<file path="config.mk">
export PLATFORM = sky130hd
export DESIGN_NAME = los3d_ctrl
export DESIGN_NICKNAME = d
export VERILOG_FILES = /design/src/rtl/los3d_pkg.sv /design/src/rtl/los3d_ctrl.sv
export SDC_FILE = /design/constraint.sdc
export NUM_CORES = 1
export LEC_CHECK = 0
export BUFFER_PORTS_ARGS = -buffer_cell sky130_fd_sc_hd__buf_2
export CAP_MARGIN = 20
export CORE_AREA = 2 2 39 41
export DETAILED_ROUTE_END_ITERATION = 8
export DIE_AREA = 0 0 41 43
export SYNTH_ARGS = -nofsm -noshare
export SYNTH_HDL_FRONTEND = slang
export SYNTH_SLANG_ARGS = --single-unit
</file>
<file path="constraint.sdc">
create_clock -name i_clk -period 1.4 [get_ports i_clk]
set_input_delay 0.07 -clock i_clk [delete_from_list [all_inputs] [get_ports i_clk]]
set_output_delay 0.07 -clock i_clk [all_outputs]
set_load 0.01 [all_outputs]
</file>
<file path="src/rtl/los3d_pkg.sv">
// ----------------------------------------------------------------------------
// los3d_pkg: shared types and constants of the line-of-sight walker
// Widths, command codes, controller states and the control and status
// structures that pass between the controller and the datapath.
// ----------------------------------------------------------------------------
package los3d_pkg;

    // Map geometry. The map is square with a power-of-two side.
    localparam int COORD_W   = 6;
    localparam int MAP_DIM   = 2 ** COORD_W;
    localparam int CELLS     = MAP_DIM * MAP_DIM;
    localparam int CELL_W    = 2 * COORD_W;

    // Tile contents and height scaling.
    localparam int ELEV_BITS    = 8;
    localparam int TILE_W       = ELEV_BITS + 1;
    localparam int HEIGHT_SCALE = 1024;
    localparam int EYE_RAISE    = 2;

    // Scaled heights and the Bresenham error terms.
    localparam int Z_W = 19;
    localparam int E_W = Z_W + 3;

    localparam int AXES = 3;

    typedef logic [COORD_W-1:0]     t_coord;
    typedef logic [Z_W-1:0]         t_z;
    typedef logic signed [E_W-1:0]  t_err;
    typedef logic [CELL_W-1:0]      t_cell;
    typedef logic [ELEV_BITS-1:0]   t_elev;

    localparam logic CMD_WRITE = 1'b0;
    localparam logic CMD_QUERY = 1'b1;

    typedef enum logic [2:0] {
        S_IDLE,
        S_RD_SRC,
        S_RD_DST,
        S_SETUP,
        S_AXIS,
        S_WALK
    } t_state;

    // Selects which tile the map read port fetches.
    typedef enum logic [1:0] {
        RS_SRC,
        RS_DST,
        RS_CUR,
        RS_NEXT
    } t_rd_sel;

    typedef struct packed {
        logic    wr_en;
        logic    load_item;
        logic    lat_z1;
        logic    setup;
        logic    init_walk;
        logic    step;
        logic    load_out;
        t_rd_sel rd_sel;
    } t_ctl_cmd;

    typedef struct packed {
        logic finish;
    } t_dp_status;

    // Scaled height of an elevation.
    function automatic t_z f_scale(input t_elev e);
        return Z_W'(e) * Z_W'(HEIGHT_SCALE);
    endfunction

endpackage

</file>
<file path="src/rtl/los3d_ctrl.sv">
// ----------------------------------------------------------------------------
// los3d_ctrl: sequencer of the line-of-sight walker
// Handles both handshakes, steps a query through its map reads, setup and
// walk, and owns the valid flag of the result register.
// ----------------------------------------------------------------------------
module los3d_ctrl (
    input  logic                   i_clk,
    input  logic                   i_rst_n,
    input  logic                   i_in_valid,
    input  logic                   i_cmd,
    output logic                   o_in_ready,
    output logic                   o_out_valid,
    input  logic                   i_out_ready,
    input  los3d_pkg::t_dp_status  i_status,
    output los3d_pkg::t_ctl_cmd    o_ctl
);
    import los3d_pkg::*;

    t_state r_state, n_state;
    logic   r_out_valid, n_out_valid;
    logic   w_slot_free;

    assign w_slot_free = !r_out_valid || i_out_ready;

    always_comb begin
        n_state = r_state;
        case (r_state)
            S_IDLE: begin
                if (i_in_valid && i_cmd == CMD_QUERY) begin
                    n_state = S_RD_SRC;
                end
            end
            S_RD_SRC: n_state = S_RD_DST;
            S_RD_DST: n_state = S_SETUP;
            S_SETUP:  n_state = S_AXIS;
            S_AXIS:   n_state = S_WALK;
            S_WALK: begin
                if (i_status.finish && w_slot_free) begin
                    n_state = S_IDLE;
                end
            end
            default:  n_state = S_IDLE;
        endcase
    end

    always_comb begin
        o_ctl      = '0;
        o_ctl.rd_sel = RS_SRC;
        o_in_ready = 1'b0;
        case (r_state)
            S_IDLE: begin
                o_in_ready = 1'b1;
                if (i_in_valid) begin
                    o_ctl.wr_en     = (i_cmd == CMD_WRITE);
                    o_ctl.load_item = (i_cmd == CMD_QUERY);
                end
            end
            S_RD_SRC: o_ctl.rd_sel = RS_SRC;
            S_RD_DST: begin
                o_ctl.rd_sel = RS_DST;
                o_ctl.lat_z1 = 1'b1;
            end
            S_SETUP:  o_ctl.setup = 1'b1;
            S_AXIS: begin
                o_ctl.init_walk = 1'b1;
                o_ctl.rd_sel    = RS_SRC;
            end
            S_WALK: begin
                if (i_status.finish) begin
                    // Keep the current tile in the read register while we wait.
                    o_ctl.rd_sel   = RS_CUR;
                    o_ctl.load_out = w_slot_free;
                end else begin
                    o_ctl.rd_sel = RS_NEXT;
                    o_ctl.step   = 1'b1;
                end
            end
            default: o_ctl = '0;
        endcase
    end

    always_comb begin
        n_out_valid = r_out_valid;
        if (o_ctl.load_out) begin
            n_out_valid = 1'b1;
        end else if (i_out_ready) begin
            n_out_valid = 1'b0;
        end
    end

    always_ff @(posedge i_clk) begin
        if (!i_rst_n) begin
            r_state     <= S_IDLE;
            r_out_valid <= 1'b0;
        end else begin
            r_state     <= n_state;
            r_out_valid <= n_out_valid;
        end
    end

    assign o_out_valid = r_out_valid;

    a_load_into_free_slot: assert property (@(posedge i_clk) disable iff (!i_rst_n)
        o_ctl.load_out |-> (!r_out_valid || i_out_ready))
        else $error("result loaded over an untaken word");

    a_step_or_finish: assert property (@(posedge i_clk) disable iff (!i_rst_n)
        !(o_ctl.step && o_ctl.load_out))
        else $error("walk stepped and finished in the same cycle");

    a_result_from_walk: assert property (@(posedge i_clk) disable iff (!i_rst_n)
        $rose(r_out_valid) |-> $past(r_state == S_WALK))
        else $error("result appeared outside of a walk");

endmodule

</file>
After elaboration in Yosys (flattened, before gate mapping)

Cells that the tools add are included.

Bits in registers: 4
Input bits: 6
Output and inout bits: 11
Word-level logic and storage cells: 33

Equal/unequal tests: 7
Multiplexer cells: 16
Bitwise operators: 1
Reductions and logical operators: 7

Operator list:

| kind                 | number |
|---|---|
| $pmux W3 S6          | 1 |
| $mux W1              | 9 |
| $eq A3 B2 Y1 const B | 2 |
| $eq A3 B3 Y1 const B | 2 |
| $mux W2              | 3 |
| $mux W3              | 2 |
| $ne A2 B2 Y1 const B | 2 |
| $pmux W2 S2          | 1 |
| $eq A3 B1 Y1 const B | 1 |
| $logic_not A3 Y1     | 1 |
| $logic_and A1 B1 Y1  | 2 |
| $reduce_and A2 Y1    | 1 |
| $reduce_bool A2 Y1   | 1 |
| $logic_not A1 Y1     | 1 |
| $logic_or A1 B1 Y1   | 1 |
| $not A1 Y1           | 1 |

Longest topological paths before layout

Gate-level depths: netlist (run 1).

Depth in word-level cells: 5
Gate-level depth with buffers: 4
Mapped depth without buffers: 3

Worst setup path after synthesis (run 1)

No wires, ideal clock.

Kind: flip-flop to output port
Start: reg r_state[0]
End: out o_ctl[8] in the netlist's numbering
Data arrival time: 963 ps
Required time: 1,330 ps
Setup slack: 367 ps
Cell stages (with the launch flop): 5
Buffers on the path: 1
Path through: dfxtp_1 -> buf_2 -> nor3_2 -> nand2_1 -> nor2_1

RTL lines:

| what                   | RTL line         | RTL |
|---|---|---|
| from (decl)            | los3d_ctrl.sv:19 | `t_state r_state, n_state;` |
| from (signal assigned) | los3d_ctrl.sv:96 | `r_state <= n_state;` |
| to (decl)              | los3d_ctrl.sv:15 | `output los3d_pkg::t_ctl_cmd o_ctl` |

==> run_results.csv, run 1 <==
group,metric,value,unit
power,pwr_density_cell,965,nW/um2
run,max-cap-violations,0,
floorplanning,die_w,41,um
logic_synthesis,synthTopCellsByArea,"dfxtp_1, nand2_1, nor2_1",
logic_synthesis,yosys_warnings,0,
floorplanning,die-area,1760,um2
power,total_leakage_power,0.193,nW
critical_path,required,1.33,ns
clock_tree,path_clk_slew,0.04,ns
sta,final_max_slew_viol_count,0,
clock_tree,cts_root_buffer,"clkbuf_4",
power,p_clk_frac,0.386,
run_status,run_status,"finished, final reports clean",
critical_path,end_kind,"primary output",
global_routing,grt_pass1_vias,237,
logic_synthesis,synth.avg_cell_area,8.29,um2
place,place_inst,62,
floorplanning,num_rows,14,
power,combPwrFrac,0.222,
floorplanning,ios,17,
sta,period_needed,1.26,ns
logic_synthesis,yosysTopAreaCell,"dfxtp_1",
power,switchingPower,0.103,mW
logic_synthesis,synth_nets,38,
sta,max_freq,795,MHz
floorplanning,fp.dieH,43,um
logic_synthesis,yosysSeqAreaShare,0.302,
critical_path,arrival,1.19,ns
place,io_buffers,16,
drt,postRouteAntennaNets,0,
drt,wirelength,573,um
logic_synthesis,synthFlopType,"dfxtp_1",
clock_tree,htreeDepth,1,
logic_synthesis,synth.top_cell.area_share,0.302,
global_routing,gr-total-overflow,0,
place,placedInstanceArea,353,um2
cells_and_area,diodes,0,
sta,finalHoldViolCount,0,
logic_synthesis,synth_edf_count,0,
cells_and_area,finalInstanceArea,378,um2
cells_and_area,fin_cells,65,
logic_synthesis,synth_seq_cells,4,
clock_tree,cts_tree,"built",
logic_synthesis,synthesis.instances,32,
logic_synthesis,syn-cell-area,265,um2
floorplanning,initial_core_util,0.192,
sta,slew_headroom,0.765,
drt,wl_per_cell,8.82,um
drt,dr.pass1.iters,2,
sta,rsz0062_at_grt,"false",
global_routing,grt_util_all_layers,0.0913,
cells_and_area,drive_gt1_frac,0.510,
logic_synthesis,synthArstFlopShare,0,
global_routing,grt_max_degree,10,
sta,tns,0,ns
clock_tree,cts.sinks,4,
clock_tree,cts.path.max_buffers,2,
critical_path,worstPathMaxFanout,7,
sta,fin_hold_ws,0.122,ns
cells_and_area,area_growth,42.5,%
power,seqPwrFrac,0.392,
sta,fin_worst_skew,0.00156,ns
drt,drcViolationCount,0,
logic_synthesis,yosys.area_share.adder,0,
floorplanning,fp.coreArea,1380,um2
min_path,hold_class,"primary input to register",
global_routing,grt_pass1_wl,1010,um
critical_path,crit_type,"register to primary output",
power,switching_share,0.283,
drt,drt_iter0_drc,3,
sta,post-route-period-util,0.899,
sta,worst_pin_slew,0.351,ns
logic_synthesis,synth_mux_area_frac,0,
clock_tree,insertion_delay,0.23,ns
power,ir_worst_vdd,0.481,mV
place,place_hpwl,453,um
clock_tree,numCtsBuffers,3,
drt,vias,277,
cells_and_area,fin_nets,57,
logic_synthesis,yosysUniqueCellTypes,22,
global_routing,antenna_found_initial,0,
critical_path,start_kind,"register",
sta,setup_violations,0,
clock_tree,cts_hold_buffers,0,
logic_synthesis,synth-xor-area-share,0.0330,
power,fin_total_pwr,0.365,mW
logic_synthesis,yosys.area_share.simple,0.453,
logic_synthesis,synth_top_family_by_area,"simple AND/OR/NAND/NOR gates",
drt,viasPerCell,4.26,
place,routabilityCongestion,0.665,
power,p_int,0.262,mW
logic_synthesis,synth_compound_area_frac,0.151,
## placed cells by master (no fill, tap or decap)
| cell type | n |
|---|---|
| nand2b_1 | 1 |
| buf_2 | 16 |
| nand2_1 | 4 |
| dfxtp_1 | 2 |
| nor2b_1 | 2 |
| inv_1 | 1 |
| nor3b_1 | 1 |
| a22o_1 | 1 |
| nor3b_2 | 1 |
| a21boi_1 | 1 |
| and2_1 | 1 |
| nand3_2 | 1 |
| clkbuf_4 | 3 |
| o21bai_1 | 1 |
| nor3_2 | 1 |
| xnor2_1 | 1 |
| nand3_1 | 1 |
| a21oi_1 | 1 |
| o2111a_1 | 1 |
| and3_1 | 1 |
| nor2_1 | 4 |
| dfxtp_2 | 2 |
| nor2b_4 | 1 |
## final cells by class
cell class / instances / area, um2
Clock buffer: 3 / 22.5
Fill cell: 156 / 1010
Inverter: 1 / 3.75
Multi-Input combinational cell: 25 / 169
Sequential cell: 4 / 82.6
Tap cell: 16 / 20.0
Timing Repair Buffer: 16 / 80.1
## repair_timing
action / CTS / global route
resized for setup: 0 / 2
endpoints found under the setup margin: 0 / 3
setup buffers: 0 / 0
## cell usage after synthesis, types with 2 or more instances
cell     instances
dfxtp_1          4
nand2_1          4
nor2_1           4
nor2b_1          2
## critical path, cell delays in order (launching register included)
cell and delay [ns]:
dfxtp_2 0.39, nor2b_4 0.19, nand2_1 0.09, o21bai_1 0.14
buf_2 0.14
## path summary, 6_finish.rpt
| path | startpoint | endpoint | slack [ns] | cells after the start |
|---|---|---|---|---|
| hold / removal | i_rst_n | r_state[0] | 0.12 | 2 |
| setup reg to reg | r_state[0] | r_state[2] | 0.40 | 2 |
| setup / recovery | r_state[2] | o_ctl[0] | 0.14 | 4 |
| hold reg to reg | r_state[2] | r_state[1] | 0.50 | 1 |
## registers in the layout, indices dropped and copies added, names as in the netlist
name,cells
o_out_valid,1
r_state,3
## cell families (layout without fill, tap and decap cells)
| group | count (synthesis) | in the layout |
|---|---|---|
| buffers and inverters | 3 | 20 |
| xor gates and xnor gates | 1 | 1 |
| AOI/OAI and AO/OA | 5 | 5 |
| and+or+nand+nor | 19 | 19 |
| DFF | 4 | 4 |
## metal layers
| metal | global-route usage | wire length [um] |
|---|---|---|
| met4 | 0.0400 | 0 |
| met5 | 0 | 0 |
| met1 | 0.0994 | 226 |
| met2 | 0.122 | 288 |
| met3 | 0.0785 | 58 |
## power groups by stage
stage                     clock network [mW]  logic (mW)  registers, mW
final                                  0.141      0.0811          0.143
after CTS                              0.151      0.0822          0.142
after global placement                     0      0.0814          0.142
after floorplan                            0      0.0582          0.133
after detailed placement                   0      0.0813          0.144
after global routing                   0.161      0.0924          0.147
## through the flow
stage	setup slack, ns	util
after floorplan	0.367	-
after global placement	0.291	0.255
after detailed placement	0.287	0.255
after CTS	0.0221	0.271
after global routing	0.0371	0.273
final	0.142	0.273
(Power assumes the default switching activity.)
==> inputs of run 2 (changes only) <==
==> constraint.sdc (replaced) <==
create_clock -name i_clk -period 1.4 [get_ports i_clk]
set_input_delay 0.21 -clock i_clk [delete_from_list [all_inputs] [get_ports i_clk]]
set_output_delay 0.21 -clock i_clk [all_outputs]
set_load 0.01 [all_outputs]
==> run 2 against run 1 <==
First-iteration DRC count fell by 33%. Fmax fell by 7.2%. Die area did not move. Clock power barely moved. Via count did not move. Critical path depth did not move. Clock skew barely moved. Core utilization rose by 1.6 points. Register-to-register slack improved by 0.05 ns. Sequential power barely moved. Flip-flop and latch count did not move.
==> run_results.csv, run 2 (synthesis gave the netlist of run 1 again) <==
group,metric,value,unit
floorplanning,fp.coreArea,1380,um2
sta,fin_worst_skew,0.00172,ns
sta,rsz0062_at_grt,"true",
sta,worst_slack,0.0442,ns
min_path,hold_class,"primary input to register",
cells_and_area,final_util,0.289,
critical_path,r2r_end,"r_state[2]",
critical_path,max_stage_delay,0.38,ns
power,p_int,0.265,mW
global_routing,grt_util_all_layers,0.0913,
floorplanning,num_rows,14,
drt,drt_iter0_drc,2,
critical_path,cp_cell_sequence,"nor2b_4, nand2_2, o21bai_1, buf_2",
clock_tree,cts_hold_buffers,0,
floorplanning,ios,17,
drt,wirelength,573,um
sta,period_needed,1.36,ns
clock_tree,cts.sinks,4,
critical_path,r2r-start,"r_state[2]",
cells_and_area,diodes,0,
drt,dr.pass1.iters,2,
clock_tree,cts.path.max_buffers,2,
power,ir_worst_vdd,0.479,mV
cells_and_area,drive_gt1_frac,0.560,
sta,slew_headroom,0.848,
sta,fin_hold_ws,0.255,ns
cells_and_area,regMostFlops,"r_state",
sta,setup_violations,0,
floorplanning,die-area,1760,um2
sta,post-route-period-util,0.968,
cells_and_area,final_cell_mix,"buf_2, nor2_1, nand2_1, clkbuf_4",
cells_and_area,fin_cells,66,
sta,max_freq,738,MHz
power,total_leakage_power,0.199,nW
critical_path,r2r_slack,0.45,ns
global_routing,antenna_found_initial,0,
place,placedInstanceArea,353,um2
power,switching_share,0.285,
floorplanning,die_w,41,um
drt,drcViolationCount,0,
place,pre_cts_slack,0.147,ns
floorplanning,fp.dieH,43,um
drt,postRouteAntennaNets,0,
critical_path,required,1.19,ns
run_status,run_status,"finished, final reports clean",
power,seqPwrFrac,0.389,
min_path,hold_end,"r_state[0]",
sta,worst_pin_slew,0.228,ns
sta,final_max_slew_viol_count,0,
critical_path,rr_worst_depth,3,
clock_tree,cts_tree,"built",
cells_and_area,layout_commonest_cell,"buf_2",
cells_and_area,finalInstanceArea,400,um2
run,max-cap-violations,0,
critical_path,end_kind,"primary output",
clock_tree,path_clk_slew,0.04,ns
min_path,min_path_cells,2,
critical_path,worstPathMaxFanout,6,
clock_tree,cts_root_buffer,"clkbuf_4",
min_path,hp-start,"i_rst_n",
critical_path,crit_type,"register to primary output",
global_routing,grt_pass1_wl,1010,um
power,switchingPower,0.106,mW
drt,viasPerCell,4.20,
critical_path,start_kind,"register",
place,place_inst,62,
place,place_hpwl,453,um
power,pwr_density_cell,926,nW/um2
global_routing,grt_max_degree,10,
global_routing,gr-total-overflow,0,
critical_path,slowest_stage,"dfxtp_4",
drt,wl_per_cell,8.68,um
cells_and_area,largest_reg_flops,3,
cells_and_area,fillers,150,
power,combPwrFrac,0.232,
clock_tree,htreeDepth,1,
clock_tree,numCtsBuffers,3,
critical_path,arrival,1.15,ns
power,p_clk_frac,0.379,
sta,finalHoldViolCount,0,
cells_and_area,area_growth,50.9,%
place,routabilityCongestion,0.665,
sta,tns,0,ns
clock_tree,insertion_delay,0.23,ns
cells_and_area,fin_nets,58,
global_routing,grt_pass1_vias,237,
floorplanning,initial_core_util,0.192,
power,fin_total_pwr,0.371,mW
drt,vias,277,
place,io_buffers,16,
-- run 2: cell type report --
class | instances | area [um2] | share of cell area
Multi-Input combinational cell | 25 | 178 | 0.444
Sequential cell | 4 | 88.8 | 0.222
Timing Repair Buffer | 17 | 87.6 | 0.219
Clock buffer | 3 | 22.5 | 0.0562
Tap cell | 16 | 20.0 | 0.0500
Inverter | 1 | 3.75 | 0.00938
-- run 2: worst max path at each step --
| stage | startpoint | to | slack (ns) |
|---|---|---|---|
| 5_1_grt | r_state[2] | o_ctl[0] | -0.009 |
| 3_3_place_gp | r_state[2] | o_ctl[0] | 0.15 |
| 3_5_place_dp | r_state[2] | o_ctl[0] | 0.15 |
| 4_1_cts | r_state[2] | o_ctl[0] | 0.03 |
| 6_report | r_state[2] | o_ctl[0] | 0.04 |
| 2_1_floorplan | r_state[0] | o_ctl[8] | 0.23 |
-- run 2: what timing repair did --
| item | 4_1_cts | 5_1_grt |
|---|---|---|
| pin swaps | 0 | 1 |
| gates cloned | 0 | 0 |
| resized for setup | 4 | 3 |
| setup buffers | 0 | 1 |
| setup endpoints to repair | 5 | 2 |
-- run 2: power by group through the flow --
stage | clock network [mW] | registers, mW | logic (mW)
5_1_grt | 0.161 | 0.147 | 0.0974
3_5_place_dp | 0 | 0.144 | 0.0813
2_1_floorplan | 0 | 0.133 | 0.0582
6_report | 0.141 | 0.144 | 0.0859
4_1_cts | 0.151 | 0.142 | 0.0824
3_3_place_gp | 0 | 0.142 | 0.0814
-- run 2: layer usage --
| layer | GRT usage | share of wire |
|---|---|---|
| met1 | 0.0994 | 0.42 |
| met2 | 0.122 | 0.48 |
| met3 | 0.0785 | 0.10 |
| met4 | 0.0400 | 0 |
| met5 | 0 | 0 |
-- run 2: critical path, delay by kind of cell, from the launching register on --
family	cells	cell delay, ns
buf+inv	1	0.15
flops	1	0.38
compound gates	1	0.13
simple gates	2	0.26
